<file path="src/hw/rtl/annexb_pkg.sv">
`timescale 1ns / 1ps
// ----------------------------------------------------------------------------
// annexb_pkg
// Shared types and constants for the Annex B start code parser.
// ----------------------------------------------------------------------------
package annexb_pkg;

    // Fixed field widths of the descriptor.
    localparam int unsigned DATA_W   = 8;
    localparam int unsigned IDX_W    = 32;
    localparam int unsigned OFS_W    = 32;
    localparam int unsigned PFX_W    = 3;
    localparam int unsigned PLEN_W   = 24;
    localparam int unsigned TYPE_W   = 5;
    localparam int unsigned IDC_W    = 2;

    // Reset value of the payload length limit.
    localparam logic [PLEN_W-1:0] MAX_LEN_RESET = 24'd100000;

    // Byte value that closes a start code.
    localparam logic [DATA_W-1:0] START_BYTE = 8'h01;

    // Header byte field masks.
    localparam logic [DATA_W-1:0] HDR_FORBIDDEN_MASK = 8'h80;
    localparam logic [DATA_W-1:0] HDR_REF_IDC_MASK   = 8'h60;
    localparam logic [DATA_W-1:0] HDR_TYPE_MASK      = 8'h1f;

    // Parser phase.
    typedef enum logic [1:0] {
        PH_AWAIT = 2'd0,
        PH_HUNT  = 2'd1,
        PH_UNIT  = 2'd2
    } t_phase;

    // Descriptor status code.
    typedef enum logic [1:0] {
        ST_OK        = 2'd0,
        ST_NO_START  = 2'd1,
        ST_SATURATED = 2'd2
    } t_status;

    // One input item.
    typedef struct packed {
        logic [DATA_W-1:0] data_byte;
        logic              last_byte;
    } t_in_item;

    // One result item.
    typedef struct packed {
        logic [IDX_W-1:0]  nal_index;
        logic [OFS_W-1:0]  stream_offset;
        logic [PFX_W-1:0]  prefix_len;
        logic [PLEN_W-1:0] payload_len;
        logic              zero_bit;
        logic [IDC_W-1:0]  ref_idc;
        logic [TYPE_W-1:0] unit_type;
        t_status           status;
    } t_result;

endpackage

</file>
<file path="src/hw/rtl/annexb_in_reg.sv">
`timescale 1ns / 1ps
// ----------------------------------------------------------------------------
// annexb_in_reg
// Input register: holds one accepted byte item until the parser takes it.
// ----------------------------------------------------------------------------
module annexb_in_reg
    import annexb_pkg::*;
(
    input  logic     i_clk,
    input  logic     i_rst_n,
    input  logic     i_valid,
    input  t_in_item i_item,
    output logic     o_ready,
    input  logic     i_take,
    output logic     o_valid,
    output t_in_item o_item
);

    logic     r_valid;
    t_in_item r_item;

    // The register can load whenever it is empty or drains this cycle.
    assign o_ready = !r_valid || i_take;

    // Valid flag.
    always_ff @(posedge i_clk) begin
        if (!i_rst_n) begin
            r_valid <= 1'b0;
        end else if (o_ready) begin
            r_valid <= i_valid;
        end
    end

    // Payload.
    always_ff @(posedge i_clk) begin
        if (o_ready && i_valid) begin
            r_item <= i_item;
        end
    end

    assign o_valid = r_valid;
    assign o_item  = r_item;

endmodule

</file>
<file path="src/hw/rtl/annexb_parser.sv">
`timescale 1ns / 1ps
// ----------------------------------------------------------------------------
// annexb_parser
// Start code detection, unit bookkeeping and descriptor formation, one byte
// per processing step.
// ----------------------------------------------------------------------------
module annexb_parser
    import annexb_pkg::*;
#(
    parameter int unsigned LEN_BITS = 24
)
(
    input  logic              i_clk,
    input  logic              i_rst_n,
    input  logic              i_fire,
    input  t_in_item          i_item,
    input  logic              i_cfg_we,
    input  logic [PLEN_W-1:0] i_cfg_data,
    output logic              o_res_valid,
    output t_result           o_res
);

    // Comparison width covers both the counter and the limit register.
    localparam int unsigned CMP_W = (LEN_BITS > PLEN_W) ? LEN_BITS : PLEN_W;
    localparam logic [LEN_BITS-1:0] CAP     = '1;
    localparam logic [LEN_BITS-1:0] TRAIL_3 = LEN_BITS'(3);
    localparam logic [LEN_BITS-1:0] TRAIL_2 = LEN_BITS'(2);

    // State registers.
    logic [3*DATA_W-1:0] r_recent, n_recent;
    t_phase              r_phase, n_phase;
    logic [LEN_BITS-1:0] r_cnt, n_cnt;
    logic                r_four, n_four;
    logic [DATA_W-1:0]   r_hdr, n_hdr;
    logic [OFS_W-1:0]    r_off, n_off;
    logic [OFS_W-1:0]    r_pos, n_pos;
    logic [IDX_W-1:0]    r_counter, n_counter;
    logic [PLEN_W-1:0]   r_max_len;

    // Decode of the current byte.
    logic [DATA_W-1:0]   b;
    logic                last;
    logic                two_zero;
    logic                three_zero;
    logic                sc;
    logic [LEN_BITS-1:0] cnt_inc;
    logic [DATA_W-1:0]   hdr_new;
    logic                aw_found;
    logic                aw_fail;
    logic                aw_four;
    logic [OFS_W-1:0]    aw_off;
    logic [OFS_W-1:0]    hunt_off;

    // Descriptor source selection.
    logic                emit_unit;
    logic                emit_err;
    logic [LEN_BITS-1:0] e_cnt;
    logic [DATA_W-1:0]   e_hdr;
    logic [LEN_BITS-1:0] e_trail;
    logic [OFS_W-1:0]    e_off;
    logic                e_four;

    // Descriptor arithmetic.
    logic                sat;
    logic [LEN_BITS-1:0] len;
    logic [CMP_W-1:0]    len_ext;
    logic [DATA_W-1:0]   hdr_eff;
    logic                over;

    assign b          = i_item.data_byte;
    assign last       = i_item.last_byte;
    assign two_zero   = (r_recent[2*DATA_W-1:0] == '0);
    assign three_zero = (r_recent == '0);
    assign sc         = (b == START_BYTE) && two_zero;
    assign cnt_inc    = (r_cnt != CAP) ? (r_cnt + LEN_BITS'(1)) : r_cnt;
    assign hdr_new    = (r_cnt == '0) ? b : r_hdr;
    assign hunt_off   = r_pos - (three_zero ? OFS_W'(3) : OFS_W'(2));

    // Leading start code check: two zeros, then either 01 or a third zero
    // followed by 01.
    always_comb begin
        aw_found = 1'b0;
        aw_fail  = 1'b0;
        aw_four  = 1'b0;
        if (r_pos[OFS_W-1:1] == '0) begin
            aw_fail = (b != '0);
        end else if (r_pos == OFS_W'(2)) begin
            if (b == START_BYTE) begin
                aw_found = 1'b1;
            end else begin
                aw_fail = (b != '0);
            end
        end else begin
            if (b == START_BYTE) begin
                aw_found = 1'b1;
                aw_four  = 1'b1;
            end else begin
                aw_fail = 1'b1;
            end
        end
    end
    assign aw_off = r_pos - (aw_four ? OFS_W'(3) : OFS_W'(2));

    // Next state and descriptor selection.
    always_comb begin
        n_recent  = r_recent;
        n_phase   = r_phase;
        n_cnt     = r_cnt;
        n_four    = r_four;
        n_hdr     = r_hdr;
        n_off     = r_off;
        n_pos     = r_pos;
        n_counter = r_counter;
        emit_unit = 1'b0;
        emit_err  = 1'b0;
        e_cnt     = r_cnt;
        e_hdr     = r_hdr;
        e_trail   = '0;
        e_off     = r_off;
        e_four    = r_four;

        case (r_phase)
            PH_AWAIT: begin
                if (aw_found) begin
                    n_four  = aw_four;
                    n_off   = aw_off;
                    n_cnt   = '0;
                    n_hdr   = '0;
                    n_phase = PH_UNIT;
                    if (last) begin
                        emit_unit = 1'b1;
                        e_cnt     = '0;
                        e_hdr     = '0;
                        e_off     = aw_off;
                        e_four    = aw_four;
                    end
                end else if (aw_fail || last) begin
                    emit_err = 1'b1;
                    n_phase  = PH_HUNT;
                end
            end
            PH_HUNT: begin
                if (sc && !last) begin
                    n_four  = three_zero;
                    n_off   = hunt_off;
                    n_cnt   = '0;
                    n_hdr   = '0;
                    n_phase = PH_UNIT;
                end
            end
            PH_UNIT: begin
                if (sc && !last) begin
                    // Close this unit; the zeros of the new prefix are trimmed.
                    emit_unit = 1'b1;
                    e_trail   = three_zero ? TRAIL_3 : TRAIL_2;
                    n_four    = three_zero;
                    n_off     = hunt_off;
                    n_cnt     = '0;
                    n_hdr     = '0;
                end else begin
                    n_hdr = hdr_new;
                    n_cnt = cnt_inc;
                    if (last) begin
                        emit_unit = 1'b1;
                        e_cnt     = cnt_inc;
                        e_hdr     = hdr_new;
                    end
                end
            end
            default: begin
                n_phase = PH_AWAIT;
            end
        endcase

        if (emit_unit) begin
            n_counter = r_counter + IDX_W'(1);
        end

        // The last byte returns the stream state to its reset values.
        if (last) begin
            n_recent  = '0;
            n_phase   = PH_AWAIT;
            n_cnt     = '0;
            n_four    = 1'b0;
            n_hdr     = '0;
            n_off     = '0;
            n_pos     = '0;
            n_counter = '0;
        end else begin
            n_recent = {r_recent[2*DATA_W-1:0], b};
            n_pos    = r_pos + OFS_W'(1);
        end
    end

    // Payload length, saturation and header fields.
    assign sat     = (e_cnt == CAP);
    assign len     = (e_cnt >= e_trail) ? (e_cnt - e_trail) : '0;
    assign len_ext = CMP_W'(len);
    assign hdr_eff = (len == '0) ? '0 : e_hdr;
    assign over    = sat || (len_ext > CMP_W'(r_max_len));

    // Descriptor assembly.
    always_comb begin
        o_res           = '0;
        o_res.nal_index = r_counter;
        if (emit_err) begin
            o_res.status = ST_NO_START;
        end else begin
            o_res.stream_offset = e_off;
            o_res.prefix_len    = e_four ? PFX_W'(4) : PFX_W'(3);
            o_res.payload_len   = over ? r_max_len : len_ext[PLEN_W-1:0];
            o_res.zero_bit      = |(hdr_eff & HDR_FORBIDDEN_MASK);
            o_res.ref_idc       = IDC_W'((hdr_eff & HDR_REF_IDC_MASK) >> 5);
            o_res.unit_type     = TYPE_W'(hdr_eff & HDR_TYPE_MASK);
            o_res.status        = over ? ST_SATURATED : ST_OK;
        end
    end

    // A byte yields a descriptor if it ends a unit or fails the start check.
    assign o_res_valid = emit_unit || emit_err;

    // State register update on each processed byte.
    always_ff @(posedge i_clk) begin
        if (!i_rst_n) begin
            r_recent  <= '0;
            r_phase   <= PH_AWAIT;
            r_cnt     <= '0;
            r_four    <= 1'b0;
            r_hdr     <= '0;
            r_off     <= '0;
            r_pos     <= '0;
            r_counter <= '0;
        end else if (i_fire) begin
            r_recent  <= n_recent;
            r_phase   <= n_phase;
            r_cnt     <= n_cnt;
            r_four    <= n_four;
            r_hdr     <= n_hdr;
            r_off     <= n_off;
            r_pos     <= n_pos;
            r_counter <= n_counter;
        end
    end

    // Payload length limit register.
    always_ff @(posedge i_clk) begin
        if (!i_rst_n) begin
            r_max_len <= MAX_LEN_RESET;
        end else if (i_cfg_we) begin
            r_max_len <= i_cfg_data;
        end
    end

endmodule

</file>
<file path="src/hw/rtl/annexb_out_reg.sv">
`timescale 1ns / 1ps
// ----------------------------------------------------------------------------
// annexb_out_reg
// Output register: holds one descriptor item until the consumer takes it.
// ----------------------------------------------------------------------------
module annexb_out_reg
    import annexb_pkg::*;
(
    input  logic    i_clk,
    input  logic    i_rst_n,
    input  logic    i_load,
    input  t_result i_res,
    output logic    o_free,
    output logic    o_valid,
    input  logic    i_ready,
    output t_result o_res
);

    logic    r_valid;
    t_result r_res;

    // The slot is free when empty or when its item leaves this cycle.
    assign o_free = !r_valid || i_ready;

    // Valid flag.
    always_ff @(posedge i_clk) begin
        if (!i_rst_n) begin
            r_valid <= 1'b0;
        end else if (o_free) begin
            r_valid <= i_load;
        end
    end

    // Payload.
    always_ff @(posedge i_clk) begin
        if (o_free && i_load) begin
            r_res <= i_res;
        end
    end

    assign o_valid = r_valid;
    assign o_res   = r_res;

endmodule

</file>
<file path="src/hw/rtl/annexb_nalu_splitter_core.sv">
`timescale 1ns / 1ps
// ----------------------------------------------------------------------------
// annexb_nalu_splitter_core
// H.264 Annex B parser: one descriptor per NAL unit or per missing start code.
// ----------------------------------------------------------------------------
// The block takes one stream byte per cycle and sustains that rate while the
// descriptor channel does not hold it back; the byte that closes a unit passes
// the input register, then one parser step into the output register, which
// presents its descriptor. The rate is set by the parser step, which updates
// the start code shift register, the unit byte counter and the offsets for
// each byte. A waiting descriptor does not block input until a second one
// is ready behind it. There is no clearing pass after reset. The payload
// length limit may be written only while no byte is in flight.
module annexb_nalu_splitter_core
    import annexb_pkg::*;
#(
    parameter int unsigned LEN_BITS = 24
)
(
    input  logic              i_clk,
    input  logic              i_rst_n,
    // Input byte channel.
    input  logic              i_valid,
    output logic              o_ready,
    input  logic [7:0]        i_data_byte,
    input  logic              i_last_byte,
    // Configuration.
    input  logic              i_cfg_we,
    input  logic [23:0]       i_cfg_data,
    // Descriptor channel.
    output logic              o_valid,
    input  logic              i_ready,
    output logic [31:0]       o_nal_index,
    output logic [31:0]       o_stream_offset,
    output logic [2:0]        o_prefix_len,
    output logic [23:0]       o_payload_len,
    output logic              o_zero_bit,
    output logic [1:0]        o_ref_idc,
    output logic [4:0]        o_unit_type,
    output logic [1:0]        o_status
);

    t_in_item in_item;
    t_in_item q_item;
    logic     q_valid;
    logic     out_free;
    logic     fire;
    logic     res_valid;
    logic     out_load;
    t_result  res;
    t_result  out_res;

    assign in_item.data_byte = i_data_byte;
    assign in_item.last_byte = i_last_byte;

    // A byte is processed when it is held and either produces no descriptor
    // or the output slot can take the one it produces.
    assign fire     = q_valid && (out_free || !res_valid);
    assign out_load = fire && res_valid;

    annexb_in_reg u_in_reg (
        .i_clk   (i_clk),
        .i_rst_n (i_rst_n),
        .i_valid (i_valid),
        .i_item  (in_item),
        .o_ready (o_ready),
        .i_take  (fire),
        .o_valid (q_valid),
        .o_item  (q_item)
    );

    annexb_parser #(
        .LEN_BITS (LEN_BITS)
    ) u_parser (
        .i_clk       (i_clk),
        .i_rst_n     (i_rst_n),
        .i_fire      (fire),
        .i_item      (q_item),
        .i_cfg_we    (i_cfg_we),
        .i_cfg_data  (i_cfg_data),
        .o_res_valid (res_valid),
        .o_res       (res)
    );

    annexb_out_reg u_out_reg (
        .i_clk   (i_clk),
        .i_rst_n (i_rst_n),
        .i_load  (out_load),
        .i_res   (res),
        .o_free  (out_free),
        .o_valid (o_valid),
        .i_ready (i_ready),
        .o_res   (out_res)
    );

    // Descriptor fields to ports.
    assign o_nal_index     = out_res.nal_index;
    assign o_stream_offset = out_res.stream_offset;
    assign o_prefix_len    = out_res.prefix_len;
    assign o_payload_len   = out_res.payload_len;
    assign o_zero_bit      = out_res.zero_bit;
    assign o_ref_idc       = out_res.ref_idc;
    assign o_unit_type     = out_res.unit_type;
    assign o_status        = out_res.status;

endmodule
</file>
<file path="config.mk">
export PLATFORM = sky130hd
export DESIGN_NAME = annexb_nalu_splitter_core
export DESIGN_NICKNAME = d
export VERILOG_FILES = /design/src/hw/rtl/annexb_pkg.sv /design/src/hw/rtl/annexb_in_reg.sv /design/src/hw/rtl/annexb_parser.sv /design/src/hw/rtl/annexb_out_reg.sv /design/src/hw/rtl/annexb_nalu_splitter_core.sv
export SDC_FILE = /design/constraint.sdc
export NUM_CORES = 1
export LEC_CHECK = 0
export BUFFER_PORTS_ARGS = -buffer_cell sky130_fd_sc_hd__buf_2
export CAP_MARGIN = 20
export CORE_ASPECT_RATIO = 0.8
export CORE_MARGIN = 2
export CORE_UTILIZATION = 60
export DETAILED_ROUTE_END_ITERATION = 16
export PLACE_DENSITY = 0.8
export SYNTH_ARGS = -nofsm -noshare
export SYNTH_HDL_FRONTEND = slang
export SYNTH_SLANG_ARGS = --single-unit
</file>
<file path="constraint.sdc">
create_clock -name i_clk -period 18.2 [get_ports i_clk]
set_clock_uncertainty 0.2 [all_clocks]
set_input_delay 4.55 -clock i_clk [delete_from_list [all_inputs] [get_ports i_clk]]
set_output_delay 4.55 -clock i_clk [all_outputs]
set_load 0.02 [all_outputs]
</file>
### Word level (Yosys, flattened, before mapping)

Cells that the tools add are included.

| storage, ports and cells | value |
|---|---|
| RAM bits | 0 |
| input port bits | 38 |
| bits in read-only memories | 0 |
| latch bits | 0 |
| memories | 0 |
| bits in registers | 291 |

| operators by class | value |
|---|---|
| shift-type cells | 0 |
| $add $sub $neg | 6 |
| equality and inequality tests | 11 |
| bitwise gates (word level) | 0 |
| $lt $le $gt $ge | 2 |
| reduce and logical (&&, ||, !) cells | 32 |
| divide/modulo/power cells | 0 |
| multiply operators | 0 |
| multiplexer cells | 69 |

Operator list:

| cell | number |
|---|---|
| $mux 24 | 14 |
| $mux 32 | 9 |
| $logic_not 24->1 | 3 |
| $mux 8 | 9 |
| $pmux 24 s3 | 1 |
| $add 32x1->32 const B | 2 |
| $pmux 32 s2 | 1 |
| $sub 32x32->32 | 2 |
| $pmux 24 s2 | 1 |
| $eq 32x2->1 const B | 1 |
| $logic_not 31->1 | 1 |
| $add 24x1->24 const B | 1 |
| $eq 24x24->1 const B | 1 |
| $ge 24x24->1 | 1 |
| $gt 24x24->1 | 1 |
| $ne 24x24->1 const B | 1 |
| $pmux 8 s3 | 1 |
| $sub 24x24->24 | 1 |
| $mux 1 | 23 |
| $logic_not 16->1 | 1 |
| $pmux 8 s2 | 1 |
| $reduce_and 4->1 | 3 |
| $mux 2 | 5 |
| $eq 8x1->1 const B | 1 |
| 19 further kinds | 35 |

### Depth between registers and ports, before layout

Gate-level depths: netlist (run 1).

| logic depth | value |
|---|---|
| depth after elaboration | 14 |
| depth in mapped cells | 30 |

### Hierarchy

Synthesis (run 1) repeated with hierarchy kept, for this count alone.

| unflattened totals | value |
|---|---|
| cells, all modules | 1855 |
| area total of the unflattened synthesis | 16153.0 um2 |

Modules (own cells, without submodules):

| module | cells an instance | seq. area each (um2) | area an instance (um2) | instances |
|---|---|---|---|---|
| annexb_parser | 1732 | 3583.4 | 12715.9 | 1 |
| annexb_out_reg | 106 | 3052.9 | 3090.5 | 1 |
| annexb_in_reg | 14 | 290.3 | 327.8 | 1 |
| annexb_nalu_splitter_core | 3 | 0.0 | 18.8 | 1 |

### Least setup slack after synthesis (run 1)

No wires, ideal clock.

| timing path | value |
|---|---|
| kind | input-to-reg |
| start point | input i_ready |
| end point | register u_out_reg.r_res, in the netlist u_out_reg.o_res[0] (enable) |
| cell stages on the path | 5 |
| data arrival time | 9.389 ns |
| path slack | 8.052 ns |
| required time | 17.441 ns |
| cells stage by stage | nand2b_1 o21ai_1 buf_2 buf_2 nor2_1 |

| between the ends | value |
|---|---|
| cells in the longest elaborated chain, start to end | 5 |

Ends and longest elaborated chain:

| what | line | source |
|---|---|---|
| start: declaration | annexb_nalu_splitter_core.sv:32 | `input logic i_ready,` |
| $logic_or 1x1->1 (*) | annexb_out_reg.sv:23 | `assign o_free = !r_valid \|\| i_ready;` |
| $logic_or 1x1->1 | annexb_nalu_splitter_core.sv:58 | `assign fire = q_valid && (out_free \|\| !res_valid);` |
| $logic_and 1x1->1 | annexb_nalu_splitter_core.sv:58 |  |
| $logic_and 1x1->1 | annexb_nalu_splitter_core.sv:59 | `assign out_load = fire && res_valid;` |
| $logic_and 1x1->1 (*) | annexb_out_reg.sv:36 | `if (o_free && i_load) begin` |
| end signal: assignment | annexb_out_reg.sv:37 | `r_res <= i_res;` |
| end: declaration | annexb_out_reg.sv:20 | `t_result r_res;` |

Mark *: on every way between the ends. The rest lies on a longest branch, timed or not.
A chain may end at the register's enable or synchronous reset.

### Worst setup path in the final report (run 1)

| timing path | value |
|---|---|
| start point | input i_ready |
| end point | output o_ready |

| between the ends | value |
|---|---|
| cells in the longest elaborated chain, start to end | 4 |

Ends and longest elaborated chain:

| what | line | source |
|---|---|---|
| $logic_or 1x1->1 | annexb_out_reg.sv:23 |  |
| $logic_or 1x1->1 | annexb_nalu_splitter_core.sv:58 |  |
| $logic_and 1x1->1 | annexb_nalu_splitter_core.sv:58 |  |
| $logic_or 1x1->1 | annexb_in_reg.sv:23 | `assign o_ready = !r_valid \|\| i_take;` |
| end: declaration | annexb_nalu_splitter_core.sv:24 | `output logic o_ready,` |

No other way between the ends.

==> reports/metrics.yaml, run 1 <==
cts_tree: "yes"
hp-class: "reg -> reg"
synth_cell_types: 85
syn_avg_cell_area_um2: 8.70
diodes: 0
yosysMostFrequentCell: "nor2_1"
synthCells: 1855
hold_viol: 0
synth_top_area_share_pct: 22.4
start_kind: "input port"
p_sw_w: 0.000342
yosysWarningCount: 0
cp.arrival_ps: 5340
grt_util_all_layers_pct: 30.7
crit_type: "in -> out"
ctsHtreeMaxLevel: 1
grt_max_degree: 89
swShare_pct: 24.3
ant_nets: 0
ctsResizeCount: 0
maxCapViolCount: 0
die_w_um: 187
fin_area_um2: 17800
finalCritPeriodShare_pct: 55.4
dp_hpwl_mm: 30.3
status: "finished clean"
slew_violations: 0
die_y_um: 151
rsz0062_at_grt: "no"
worst_slew_margin_rel_pct: 28.9
clk_pin_slew_ps: 60
synth_seq_cells: 290
cp_common_cell: "buf_2"
overflow: 0
cpPeakStageDelay_ps: 230
p_int_w: 0.00107
cts_root_buf: "clkbuf_16"
comb_power_share_pct: 8.0
fill_cells: 2094
num_vias: 14300
met2_length_mm: 18.5
wl_per_cell_um: 19.3
required_ps: 13450
post-synth-top-area-cell: "dfxtp_1"
drc: 0
wl_met1_mm: 20.3
numCtsBuffers: 29
numPortBuffers: 140
synthesis.area_um2: 16100
vdd_ir_drop_max_mv: 0.0733
num_rows: 53
pin_count: 141
grt_pass1_wl_mm: 69.7
grt_antenna_before_repair: 1
finalSetupTns_ps: 0
drt-total-wl_mm: 44.2
path_cells: "buf_2 > nor2b_1 > nand3_1 > buf_2"
worstPathMaxFanout: 3
clkPwrFrac_pct: 42.3
synth_edf_count: 109
start_util_pct: 61.2
dieArea_um2: 28200
synth_nets: 1932
post_cts_buffers: 0
area.growth.synth_to_final_pct: 10.5
synth_area_leaders: "dfxtp_1, edfxtp_1, nor2_1"
drtIter0Drc: 1471
critPathCaptureType: "output pin"
worst_pin_slew_ps: 1060
gp_congestion: 0.949
cts_sinks: 290
synthFlopType: "dfxtp_1"
max_freq_mhz: 99.1
period_needed_ps: 10090
dr_wl_met3_mm: 4.20
ys_seq_area_share_pct: 42.7
top_layer: "met5"
async_flop_share_pct: 0
power_w: 0.00141
power_frac_seq_pct: 49.7
final_nets: 1986
grt_pass1_vias: 12900
p_per_area_nw_per_um2: 78.9
synthTopCellsByCount: "nor2_1, dfxtp_1, nand2_1, a21oi_1, edfxtp_1"
clock_path_buffers: 3
place_area_um2: 16800
drive_gt1_share_pct: 13.7
cts_hold_buf: 0
dr.pass1.iters: 5
crit_slowest_cell: "nor2b_1"
clock_latency_ps: 570
core_um2: 26400
setup_viol: 0
viasPerCell: 6.25
leakage_nw: 7.00
-- cell families after synthesis --
kind of cell	Yosys count	synth area share, %
AND/OR/NAND/NOR	812	25.1
AO/OA/AOI/OAI	358	14.4
flip-flops	290	42.7
buffers and inverters	184	4.94
XOR/XNOR	118	6.40
multiplexers	54	3.36
adder cells (fa/ha/maj)	39	3.07
-- routing by layer --
| layer | global-route usage [%] | up-vias |
|---|---|---|
| li1 | - | 6758 |
| met1 | 45.6 | 6729 |
| met2 | 45.9 | 728 |
| met3 | 5.13 | 92 |
| met4 | 9.33 | 2 |
| met5 | 0 | - |
-- layout by cell type, fill, tap and decap left out, types with 29 or more instances in the layout --
master / Yosys / layout
a211oi_1: 41 / 41
a21oi_1: 134 / 134
and3_1: 34 / 34
buf_2: 40 / 140
clkbuf_16: 0 / 29
dfxtp_1: 181 / 181
edfxtp_1: 109 / 109
ha_1: 38 / 38
inv_1: 46 / 45
mux2i_1: 53 / 53
nand2_1: 168 / 168
nand3_1: 54 / 54
nand4_1: 32 / 32
nor2_1: 267 / 265
nor3_1: 84 / 84
nor4_1: 32 / 32
o21ai_0: 62 / 61
xnor2_1: 49 / 49
xor2_1: 69 / 69
-- power by group through the flow --
| stage | combinational [W] | clock (W) | sequential (W) |
|---|---|---|---|
| global placement | 0.000107 | 0 | 0.000713 |
| global route | 0.000123 | 0.000622 | 0.000701 |
| detailed placement | 0.000109 | 0 | 0.000713 |
| CTS | 0.000110 | 0.000601 | 0.000699 |
| floorplan | 0.0000656 | 0 | 0.000723 |
| finish | 0.000112 | 0.000596 | 0.000699 |
-- flip-flops by register name, indices dropped and copies added, names as in the netlist --
register / flops
u_parser.r_recent: 24
u_parser.r_hdr: 8
u_parser.r_off: 32
u_parser.r_counter: 32
u_in_reg.o_item: 9
u_parser.r_phase: 2
u_in_reg.o_valid: 1
u_out_reg.o_valid: 1
u_parser.r_four: 1
u_parser.r_pos: 32
u_out_reg.o_res: 100
u_parser.r_max_len: 24
u_parser.r_cnt: 24
-- per-stage QoR --
stage	hold WS, ps	utilization (%)	worst slack, ps	std cells
2_1_floorplan	228	-	8050	1855
3_3_place_gp	241	63.8	8120	2233
3_5_place_dp	247	63.8	8110	2233
4_1_cts	256	67.4	8100	2286
5_1_grt	265	67.6	8080	2288
6_report	258	67.6	8110	2288
-- path summary, 6_finish.rpt --
| path | start | end | slack [ps] | cells past startpoint |
|---|---|---|---|---|
| worst max-delay path | i_ready | o_ready | 8110 | 4 |
| worst min-delay path | u_parser.r_recent[18] | u_parser.r_recent[18] | 260 | 2 |
| worst max register to register | u_in_reg.o_item[4] | u_out_reg.o_res[31] | 10210 | 26 |
| worst min register to register | u_parser.r_recent[18] | u_parser.r_recent[18] | 260 | 2 |
-- worst max-delay path, delay by kind of cell --
family,cells,cell delay [ps]
buf+inv,2,340
simple gates,2,450
-- cell type report --
type	instances	area (um2)	area share, %
Inverter	49	184	1.03
Clock buffer	33	761	4.26
Clock inverter	20	178	0.996
Sequential cell	290	6900	38.7
Timing Repair Buffer	158	876	4.91
Multi-Input combinational cell	1381	8500	47.6
Tap cell	357	447	2.50
Power figures use the tool's default switching activity.
==> inputs of run 2 (changes only) <==
- ABC_AREA: unset -> 1
- CORE_UTILIZATION: 60 -> 55
- PLACE_DENSITY: 0.8 -> 0.77
- clock period: 18.2 -> 8.96 ns (I/O delays scaled with it)
==> reports/metrics.yaml, run 2 <==
status: "finished clean"
vdd_ir_drop_max_mv: 0.149  # +100%
ant_nets: 0  # unchanged
synth_compound_area_share_pct: 16.8  # +2.4 points
critPathCaptureType: "flip-flop"
finalSetupTns_ps: 0  # unchanged
async_flop_share_pct: 0  # unchanged
cts_root_buf: "clkbuf_16"
synth_nets: 2367  # +23%
syn_avg_cell_area_um2: 7.35  # -16%
die_w_um: 200  # +6.5%
start_kind: "flip-flop"
synthFlopType: "dfxtp_1"
muxShareOfSynthArea_pct: 0.0595  # -3.3 points
gp_congestion: 0.979  # +3.2%
final_cell_mix: "nand2_1, nor2_1, inv_1"
largest_reg_flops: 100  # unchanged
clk_pin_slew_ps: 60  # about the same
numCtsBuffers: 30  # +3.4%
p_per_area_nw_per_um2: 177  # +120%
grt_max_degree: 73  # -18%
die_y_um: 160  # +6.4%
finalCritPeriodShare_pct: 73.6
drive_gt1_share_pct: 12.2  # -1.5 points
ctsHtreeMaxLevel: 1  # unchanged
r2r_start: "u_in_reg.o_item[0]"
numPortBuffers: 140  # unchanged
ctsResizeCount: 0  # unchanged
rrSetupSlack_ps: 2370  # -7840 ps
grt_antenna_before_repair: 0  # -1
grt_pass1_vias: 14400  # +11%
synth_edf_count: 109  # unchanged
synthSimpleGateAreaFrac_pct: 26.3  # +1.2 points
r2r-end: "u_out_reg.o_res[26]"
swShare_pct: 29.7  # +5.4 points
r2r_cells: 27  # +3.8%
dr.pass1.iters: 6  # +1
overflow: 0  # unchanged
min_path_cells: 2  # unchanged
clock_latency_ps: 580  # about the same
pin_count: 141  # unchanged
fill_cells: 2729  # +30%
crit_type: "reg -> reg"
synth_cell_types: 55  # -35%
dp_hpwl_mm: 32.6  # +7.6%
p_int_w: 0.00231  # +120%
cts_tree: "yes"
synth_seq_cells: 290  # unchanged
drtIter0Drc: 1442  # -2.0%
wl_per_cell_um: 16.2  # -16%
grt_util_all_layers_pct: 28.1  # -2.6 points
dp.cells: 2748  # +23%
comb_power_share_pct: 17.9  # +9.9 points
synthTopCellsByCount: "nand2_1, nor2_1, inv_1, a21oi_1, dfxtp_1"
dieArea_um2: 32000  # +13%
core_um2: 30200  # +15%
drt-total-wl_mm: 45.5  # +2.9%
num_vias: 15700  # +9.9%
hp-start: "u_parser.r_off[18]"
worst_slew_margin_rel_pct: 27.8  # -1.1 points
post-synth-top-area-cell: "dfxtp_1"
synth_top_family_by_area: "simple AND/OR/NAND/NOR gates"
ys_seq_area_share_pct: 41.0  # -1.7 points
rsz0062_at_grt: "no"
synth_fa_ha_area_share_pct: 2.95  # -0.12 points
hold_viol: 0  # unchanged
viasPerCell: 5.61  # -10%
clock_path_buffers: 3  # unchanged
synthCells: 2290  # +23%
leakage_nw: 8.03  # +15%
hp-class: "reg -> reg"
drc: 0  # unchanged
layout.cells.most_common: "nand2_1"
yosysMostFrequentCell: "nand2_1"
diodes: 0  # unchanged
maxCapViolCount: 0  # unchanged
worstPathMaxFanout: 45  # +42
power_frac_seq_pct: 44.9  # -4.8 points
p_sw_w: 0.000976  # +190%
post_cts_buffers: 0  # unchanged
start_util_pct: 55.6  # -5.5 points
required_ps: 9130  # -4320 ps
layout.cells.non_filler: 2804  # +23%
period_needed_ps: 6590
yosysWarningCount: 0  # unchanged
synth_top_area_share_pct: 21.5  # -0.90 points
cts_sinks: 290  # unchanged
grt_pass1_wl_mm: 73.1  # +4.9%
clkPwrFrac_pct: 37.2  # -5.1 points
num_rows: 57  # +7.5%
slew_violations: 0  # unchanged
synth_xor_area_share_pct: 3.12  # -3.3 points
synthesis.area_um2: 16800  # +4.2%
synth_area_leaders: "dfxtp_1, edfxtp_1, nand2_1"
whs_endpoint: "u_parser.r_off[18]"
cts_hold_buf: 0  # unchanged
setup_viol: 0  # unchanged
area.growth.synth_to_final_pct: 10.5  # about the same
worst_pin_slew_ps: 1080  # +18.6 ps
cp.arrival_ps: 6770  # +1430 ps
max_freq_mhz: 152
final_nets: 2444  # +23%
-- run 2: changes by cell type in the layout (fill, tap and decap cells not counted), moves of 21 or more --
cell / change
o21ai_0: +118
nand2_1: +245
mux2i_1: -52
nor3_1: -38
and3_1: -34
a21oi_1: +64
nand3_1: +42
inv_1: +234
xnor2_1: -41
nor2_2: +21
-- run 2: cell type report --
class / instances / area [um2] / share of cell area (%)
Timing Repair Buffer: 150 / 776 / 4.17
Clock inverter: 12 / 108 / 0.579
Inverter: 301 / 1130 / 6.09
Sequential cell: 290 / 6900 / 37.1
Clock buffer: 44 / 866 / 4.66
Multi-Input combinational cell: 1594 / 8290 / 44.6
Tap cell: 413 / 517 / 2.78
-- run 2: kinds of logic (layout without fill, tap and decap cells) --
kind of cell | after synthesis | after routing
flops | 290 | 290
fa+ha+maj | 39 | 39
xor+xnor | 60 | 60
simple gates | 992 | 992
mux | 1 | 1
buf+inv | 406 | 507
compound gates | 502 | 502
-- run 2: through the flow --
| step | instance area (um2) | power (W) | utilization [%] | hold slack [ps] | setup WS, ps |
|---|---|---|---|---|---|
| 6_report | 18600 | 0.00329 | 61.5 | 242 | 2370 |
| 5_1_grt | 18600 | 0.00344 | 61.5 | 255 | 1860 |
| 4_1_cts | 18600 | 0.00331 | 61.5 | 244 | 2440 |
| 3_5_place_dp | 17600 | 0.00208 | 58.3 | 234 | 2510 |
| 3_3_place_gp | 17600 | 0.00207 | 58.3 | 228 | 2750 |
| 2_1_floorplan | 16800 | 0.00193 | - | 208 | 3610 |
-- run 2: how the worst max path moves through the flow --
| stage | start | end | slack, ps | depth (start not counted) |
|---|---|---|---|---|
| 6_report | u_in_reg.o_item[0] | u_out_reg.o_res[26] | 2370 | 27 |
| 5_1_grt | u_in_reg.o_item[0] | u_out_reg.o_res[27] | 1860 | 24 |
| 4_1_cts | u_in_reg.o_item[0] | u_out_reg.o_res[27] | 2440 | 24 |
| 3_5_place_dp | u_in_reg.o_item[0] | u_out_reg.o_res[27] | 2510 | 24 |
| 3_3_place_gp | u_in_reg.o_item[0] | u_out_reg.o_res[24] | 2750 | 24 |
| 2_1_floorplan | i_ready | u_out_reg.o_res[0] | 3610 | 7 |
-- run 2: routing by layer --
layer  track usage, %  part of all wire, %  wire [um]  vias to the layer above
li1                 -                    -          -                     7809
met3             5.00                  9.6       4380                       58
met1             43.2                   47      21600                     7181
met2             40.2                   41      18600                      681
met5                0                    0          0                        -
met4             7.88                  2.1        958                        0
-- run 2: critical path, stage by stage (launching register included) --
cell and delay, ps:
edfxtp_1 350, buf_4 450, inv_1 590, nor2_1 350, nand2_4 280, nand2_1 120
o21ai_0 240, fa_1 520, inv_1 90, nand2_1 120, nor2_4 210, nand2_4 90
nor2_4 130, nand2_4 180, nand2_1 170, inv_1 70, ha_1 290, nand2_1 80
o21ai_0 210, nand3_1 110, nand2_1 70, nand3_1 60, a21oi_1 120, o21ai_0 110
a22o_1 200, nand2_1 80, nand2_1 470, o21ai_0 410
-- run 2: power groups by stage --
stage               Clock [W]  Sequential, W  Combinational, W
detailed placement          0        0.00151          0.000579
CTS                   0.00125        0.00148          0.000582
finish                0.00122        0.00148          0.000590
floorplan                   0        0.00153          0.000401
global route          0.00130        0.00148          0.000657
global placement            0        0.00150          0.000566
